[src/rtl/core/hsc_pkg.sv]
`timescale 1ns / 1ps

package hsc_pkg;

    // FNV-1a constants
    localparam logic [31:0] FNV_BASIS = 32'h811c_9dc5;
    localparam logic [31:0] FNV_PRIME = 32'h0100_0193;

    // failure count at which a query answer is raised by one
    localparam logic [7:0] ESCALATE_FAILS = 8'd3;

    // operation codes
    localparam logic FUNC_QUERY  = 1'b0;
    localparam logic FUNC_REPORT = 1'b1;

    // reset value of the strategy cap
    localparam logic [7:0] MAX_STRATEGY_RST = 8'd3;

    // one slot of the table
    typedef struct packed {
        logic [31:0] address;
        logic [7:0]  strategy;
        logic [7:0]  failures;
        logic [31:0] success_time;
        logic [31:0] hits;
    } t_entry;

endpackage

[src/rtl/core/hsc_hash.sv]
`timescale 1ns / 1ps

// Iterative FNV-1a over four address bytes (one multiply per cycle),
// then home slot by mask or by reciprocal multiply with one correction.
module hsc_hash #(
    parameter int SLOT_COUNT = 256
) (
    input  logic                          i_clk,
    input  logic                          i_rst_n,
    input  logic                          i_start,
    input  logic [31:0]                   i_address,
    output logic                          o_done,
    output logic [$clog2(SLOT_COUNT)-1:0] o_slot
);
    import hsc_pkg::*;

    localparam int IW      = $clog2(SLOT_COUNT);
    localparam bit IS_POW2 = (SLOT_COUNT == (1 << IW));
    localparam logic [31:0] SLOT_W = 32'(SLOT_COUNT);
    // floor(2^32 / SLOT_COUNT)
    localparam logic [31:0] RECIP  = 32'(64'h1_0000_0000 / 64'(SLOT_COUNT));

    localparam logic [1:0] H_IDLE = 2'd0;
    localparam logic [1:0] H_MUL  = 2'd1;
    localparam logic [1:0] H_MOD  = 2'd2;
    localparam logic [1:0] H_DONE = 2'd3;

    logic [1:0]    r_state, n_state;
    logic [31:0]   r_h, n_h;
    logic [31:0]   r_bytes, n_bytes;
    logic [4:0]    r_step, n_step;
    logic [IW-1:0] r_rem, n_rem;
    logic [31:0]   r_q, n_q;
    logic [63:0]   w_prod;
    logic [31:0]   w_diff;

    // sequencer and multiply / subtract datapath
    always_comb begin
        n_state = r_state;
        n_h     = r_h;
        n_bytes = r_bytes;
        n_step  = r_step;
        n_rem   = r_rem;
        n_q     = r_q;
        w_prod  = 64'(r_h) * 64'(RECIP);
        w_diff  = r_h - r_q;
        case (r_state)
            H_IDLE: begin
                if (i_start) begin
                    n_h     = FNV_BASIS;
                    n_bytes = i_address;
                    n_step  = 5'd0;
                    n_state = H_MUL;
                end
            end
            H_MUL: begin
                n_h     = (r_h ^ {24'd0, r_bytes[7:0]}) * FNV_PRIME;
                n_bytes = r_bytes >> 8;
                n_step  = r_step + 5'd1;
                if (r_step == 5'd3) begin
                    n_step  = 5'd0;
                    n_rem   = '0;
                    n_state = IS_POW2 ? H_DONE : H_MOD;
                end
            end
            H_MOD: begin
                // quotient estimate, back-multiply, then at most one subtract
                if (r_step == 5'd0) begin
                    n_q    = w_prod[63:32];
                    n_step = 5'd1;
                end else if (r_step == 5'd1) begin
                    n_q    = r_q * SLOT_W;
                    n_step = 5'd2;
                end else begin
                    if (w_diff >= SLOT_W) begin
                        w_diff = w_diff - SLOT_W;
                    end
                    n_rem   = w_diff[IW-1:0];
                    n_step  = 5'd0;
                    n_state = H_DONE;
                end
            end
            H_DONE: begin
                n_state = H_IDLE;
            end
            default: begin
                n_state = H_IDLE;
            end
        endcase
    end

    always_ff @(posedge i_clk) begin
        if (!i_rst_n) begin
            r_state <= H_IDLE;
        end else begin
            r_state <= n_state;
        end
        r_h     <= n_h;
        r_bytes <= n_bytes;
        r_step  <= n_step;
        r_rem   <= n_rem;
        r_q     <= n_q;
    end

    assign o_done = (r_state == H_DONE);
    assign o_slot = IS_POW2 ? r_h[IW-1:0] : r_rem;

endmodule

[config.mk]
export PLATFORM = sky130hd
export DESIGN_NAME = hsc_hash
export DESIGN_NICKNAME = d
export VERILOG_FILES = /design/src/rtl/core/hsc_pkg.sv /design/src/rtl/core/hsc_hash.sv
export SDC_FILE = /design/constraint.sdc
export NUM_CORES = 1
export LEC_CHECK = 0
export BUFFER_PORTS_ARGS = -buffer_cell sky130_fd_sc_hd__clkbuf_2
export CAP_MARGIN = 0
export CORE_UTILIZATION = 50
export DETAILED_ROUTE_END_ITERATION = 7
export PLACE_DENSITY_LB_ADDON = 0.05
export SLEW_MARGIN = 10
export SYNTH_ARGS = -nofsm -noshare
export SYNTH_HDL_FRONTEND = slang
export SYNTH_SLANG_ARGS = --single-unit
[constraint.sdc]
create_clock -name i_clk -period 2.78 [get_ports i_clk]
set_clock_uncertainty 0.05 [all_clocks]
set_input_delay 0.556 -clock i_clk [delete_from_list [all_inputs] [get_ports i_clk]]
set_output_delay 0.556 -clock i_clk [all_outputs]
set_load 0.05 [all_outputs]
==> summary by stage <==
Outcome
The flow ran to the end, and the final reports show no timing, DRC or antenna violations.

Synth
The number of nets handed over by synthesis was 238. In this run the cell area of the synthesized design comes to 0.00258 mm^2. The register area share after synthesis is 54.0%.

Synthesis inferred 47 register bits. The distinct cell type count after synthesis is 28. Counting every instance in the synthesized netlist gives 174. The portion of synthesized cell area occupied by the leading cell type is 52.4%.

For this run, the number of Yosys warnings is 0. The per-instance average area after synthesis is 14.8 um^2. The biggest area contributor in the post-synthesis netlist is sky130_fd_sc_hd__edfxtp_1. After synthesis, the cell types taking the most area are sky130_fd_sc_hd__edfxtp_1, sky130_fd_sc_hd__ha_1, sky130_fd_sc_hd__mux2_2, sky130_fd_sc_hd__xnor3_1, sky130_fd_sc_hd__xor2_1.

Clock tree
The number of buffers created by CTS is 5. Counting every sink on the clock net gives 47. The largest buffer count on any clock path is 2.

The TritonCTS clock tree is yes. The root buffer cell is sky130_fd_sc_hd__clkbuf_8. At the later pin of the worst-skew pair, clock insertion delay measures 0.30 ns. Clock-pin slew was measured on the worst setup and hold paths at 0.09 ns. The number of H-tree levels is 2.

Global routing
The number of global-route vias before repair was 1,600. The maximum number of pins on one net before global-route repair is 27. After global routing, the most crowded layer is met2. The met3 demand-to-capacity share in global routing is 4.80%. The aggregate global-route resource usage is 17.8%. The total overflow left after global routing is 0.

The initial antenna violation count was 0. The wire length of the first global-routing pass is 7080 um. In the global route stage, met1 resource usage came out at 20.5%. The met2 global-route usage is 32.1%.

Layout
Leaving out fill and tap cells, the most frequent cells in the layout are sky130_fd_sc_hd__edfxtp_1, sky130_fd_sc_hd__clkbuf_2, sky130_fd_sc_hd__mux2_2, sky130_fd_sc_hd__ha_1, sky130_fd_sc_hd__buf_4. The diode insertion count for antenna repair is 0. In the final layout, the share of cells above drive strength 1 is 50.6%. The commonest non-fill, non-tap cell in the layout is sky130_fd_sc_hd__edfxtp_1.

Compared with the post-synthesis result, the final layout area differs by 28.1%. The sequential cell area is approximately 0.0014 mm^2. After the last flow step, the layout net total stands at 300. In the final layout, the multi-input gates occupy 0.00133 mm^2. The number of filler instances in the final layout is 374.

Place
The congestion estimate from routability-driven global placement came to 0.753. Port buffering added 43 buffers. After legalization and detailed placement, the total HPWL measured 3310 um.

Worst setup path
STA puts the critical path data arrival time at 2.76 ns. Walking the worst path, the cells encountered are xor2_2, ha_2, ha_4, ha_4, ha_4, ha_4, xnor2_2, xnor3_1, xnor3_1, nand2_1. The most common cell type on the critical path is sky130_fd_sc_hd__ha_4. The worst setup path is captured at a register. The critical path start-end classification is reg2reg.

The slowest stage of the critical path belongs to the cell sky130_fd_sc_hd__edfxtp_1. The element type at the critical path start is a register. The critical path required time is 2.78 ns. Along the worst path, the maximum fanout reaches 2.

On the worst path, the slowest cell contributes a delay of ~0.45 ns.

STA
The number of max-slew violations in the final report is 0. The final critical path time including I/O delays and setup is around 2.8 ns. Dividing the final minimum period by the clock period gives 99.1%. The headroom to the max-slew limit is 54.0%. Setup violations remaining at the end of the flow were counted as 0. Setup repair after global routing could not meet its margin everywhere. The total count of hold-check failures in the final report is 0.

The actual transition at the worst max-transition pin is 0.680 ns. The setup TNS is 0 ns. The achievable clock frequency is 363 MHz.

Route
The total via count after detailed routing is ~1,500. The number of remaining DRC errors is 0. The remaining number of nets flagged by the antenna check after routing is 0.

The average vias per placed instance is 5.06. The total length of routed wires is 4560 um. After detailed routing, the average wire length per cell comes to 15.0 um.

The detailed router's first-iteration violation count is 40. For this run, the detailed router's first-pass iteration total came to 4.

Hold path
The tightest min-delay check is of the in2reg type.

Flow run
The max-capacitance violation count is 0.

Floorplan
The starting density of the core is between 50% and 60%. The number of ports placed on the die boundary is 44. Measured along the x axis, the die boundary spans approximately 74 um.

The floorplan die height is 73.8 um. Row generation in the floorplan step produced 25 rows. The area of the core is 0.00485 mm^2. The die covers roughly 0.0054 mm^2.
[path summary, 6_finish.rpt]
check,start,to,slack [ns],cells past startpoint
setup / recovery,r_h[4],r_h[7],0.02,10
hold / removal,i_rst_n,r_state[1],0.43,2
setup reg to reg,r_h[4],r_h[7],0.02,10
hold reg to reg,r_bytes[20],r_bytes[12],0.50,1
[cell type report]
type	count	share of cell area, %
well taps	67	2.54
repair buffers	60	10.9
inverters	7	0.795
clock inverters	3	1.40
clock buffers	5	2.08
flip-flops and latches	47	42.1
multi-input cells	115	40.2
[metal layers]
| layer | part of all wire [%] | vias up |
|---|---|---|
| met5 | 0 | - |
| li1 | - | 751 |
| met1 | 41 | 746 |
| met2 | 54 | 34 |
| met4 | 1.1 | 0 |
| met3 | 4.3 | 6 |
[flip-flops by register name, summed over array words and instances, names as in the netlist]
name	flops
r_h	8
r_bytes	32
r_state	2
r_step	5
[critical path: cells and delay by family (launching register included)]
family | cells | cell delay (ns)
xor gates and xnor gates | 4 | 0.89
DFF | 1 | 0.45
adders and majority gates | 5 | 1.06
and+or+nand+nor | 1 | 0.05
[through the flow]
stage | util (%) | hold WS [ns] | cells | setup WS [ns] | area (um^2)
global placement | 63.3 | 0.477 | 287 | 0.00578 | 3070
CTS | 66.9 | 0.427 | 301 | 0.00539 | 3240
detailed placement | 63.3 | 0.487 | 287 | -0.0644 | 3070
finish | 68.1 | 0.432 | 304 | 0.0248 | 3300
floorplan | - | 0.473 | 174 | -0.172 | 2720
global route | 68.1 | 0.432 | 304 | -0.111 | 3300
[cell families after synthesis]
family                     Yosys count  share of synthesized area [%]
buffers and inverters               12                           1.75
AOI/OAI and AO/OA                    8                           2.57
adders and majority gates           29                           14.4
DFF                                 47                           54.0
muxes                               26                           11.3
xor gates and xnor gates            19                           8.59
and+or+nand+nor                     33                           7.47
[synthesized netlist by cell type]
library cell	instances
sky130_fd_sc_hd__fa_1	1
sky130_fd_sc_hd__mux2i_1	1
sky130_fd_sc_hd__xnor2_1	6
sky130_fd_sc_hd__a21oi_1	2
sky130_fd_sc_hd__nor2_1	4
sky130_fd_sc_hd__a21o_1	2
sky130_fd_sc_hd__nor2b_1	12
sky130_fd_sc_hd__inv_1	7
sky130_fd_sc_hd__o211a_1	1
sky130_fd_sc_hd__a32oi_1	1
sky130_fd_sc_hd__nand3_1	2
sky130_fd_sc_hd__mux2_2	25
sky130_fd_sc_hd__and2_1	4
sky130_fd_sc_hd__edfxtp_1	45
sky130_fd_sc_hd__nand2b_1	1
sky130_fd_sc_hd__dfxtp_1	2
sky130_fd_sc_hd__and3_1	1
sky130_fd_sc_hd__and2_2	1
sky130_fd_sc_hd__xnor3_1	4
sky130_fd_sc_hd__or2_2	1
sky130_fd_sc_hd__ha_1	28
sky130_fd_sc_hd__or4b_4	1
sky130_fd_sc_hd__a221oi_2	1
sky130_fd_sc_hd__nor4b_1	1
sky130_fd_sc_hd__xor2_1	9
sky130_fd_sc_hd__clkbuf_1	5
sky130_fd_sc_hd__nand2_1	5
sky130_fd_sc_hd__a22oi_1	1
[repair_timing]
item / in CTS / in global routing
setup endpoints to repair: 1 / 3
pin swaps: 5 / 5
hold buffers: 0 / 0
gates resized for setup: 2 / 7
buffers inserted: 6 / 3
Power is left out: the tool's default activity adds up to more than one toggle a clock period on the data nets, which glitch-free logic cannot reach.
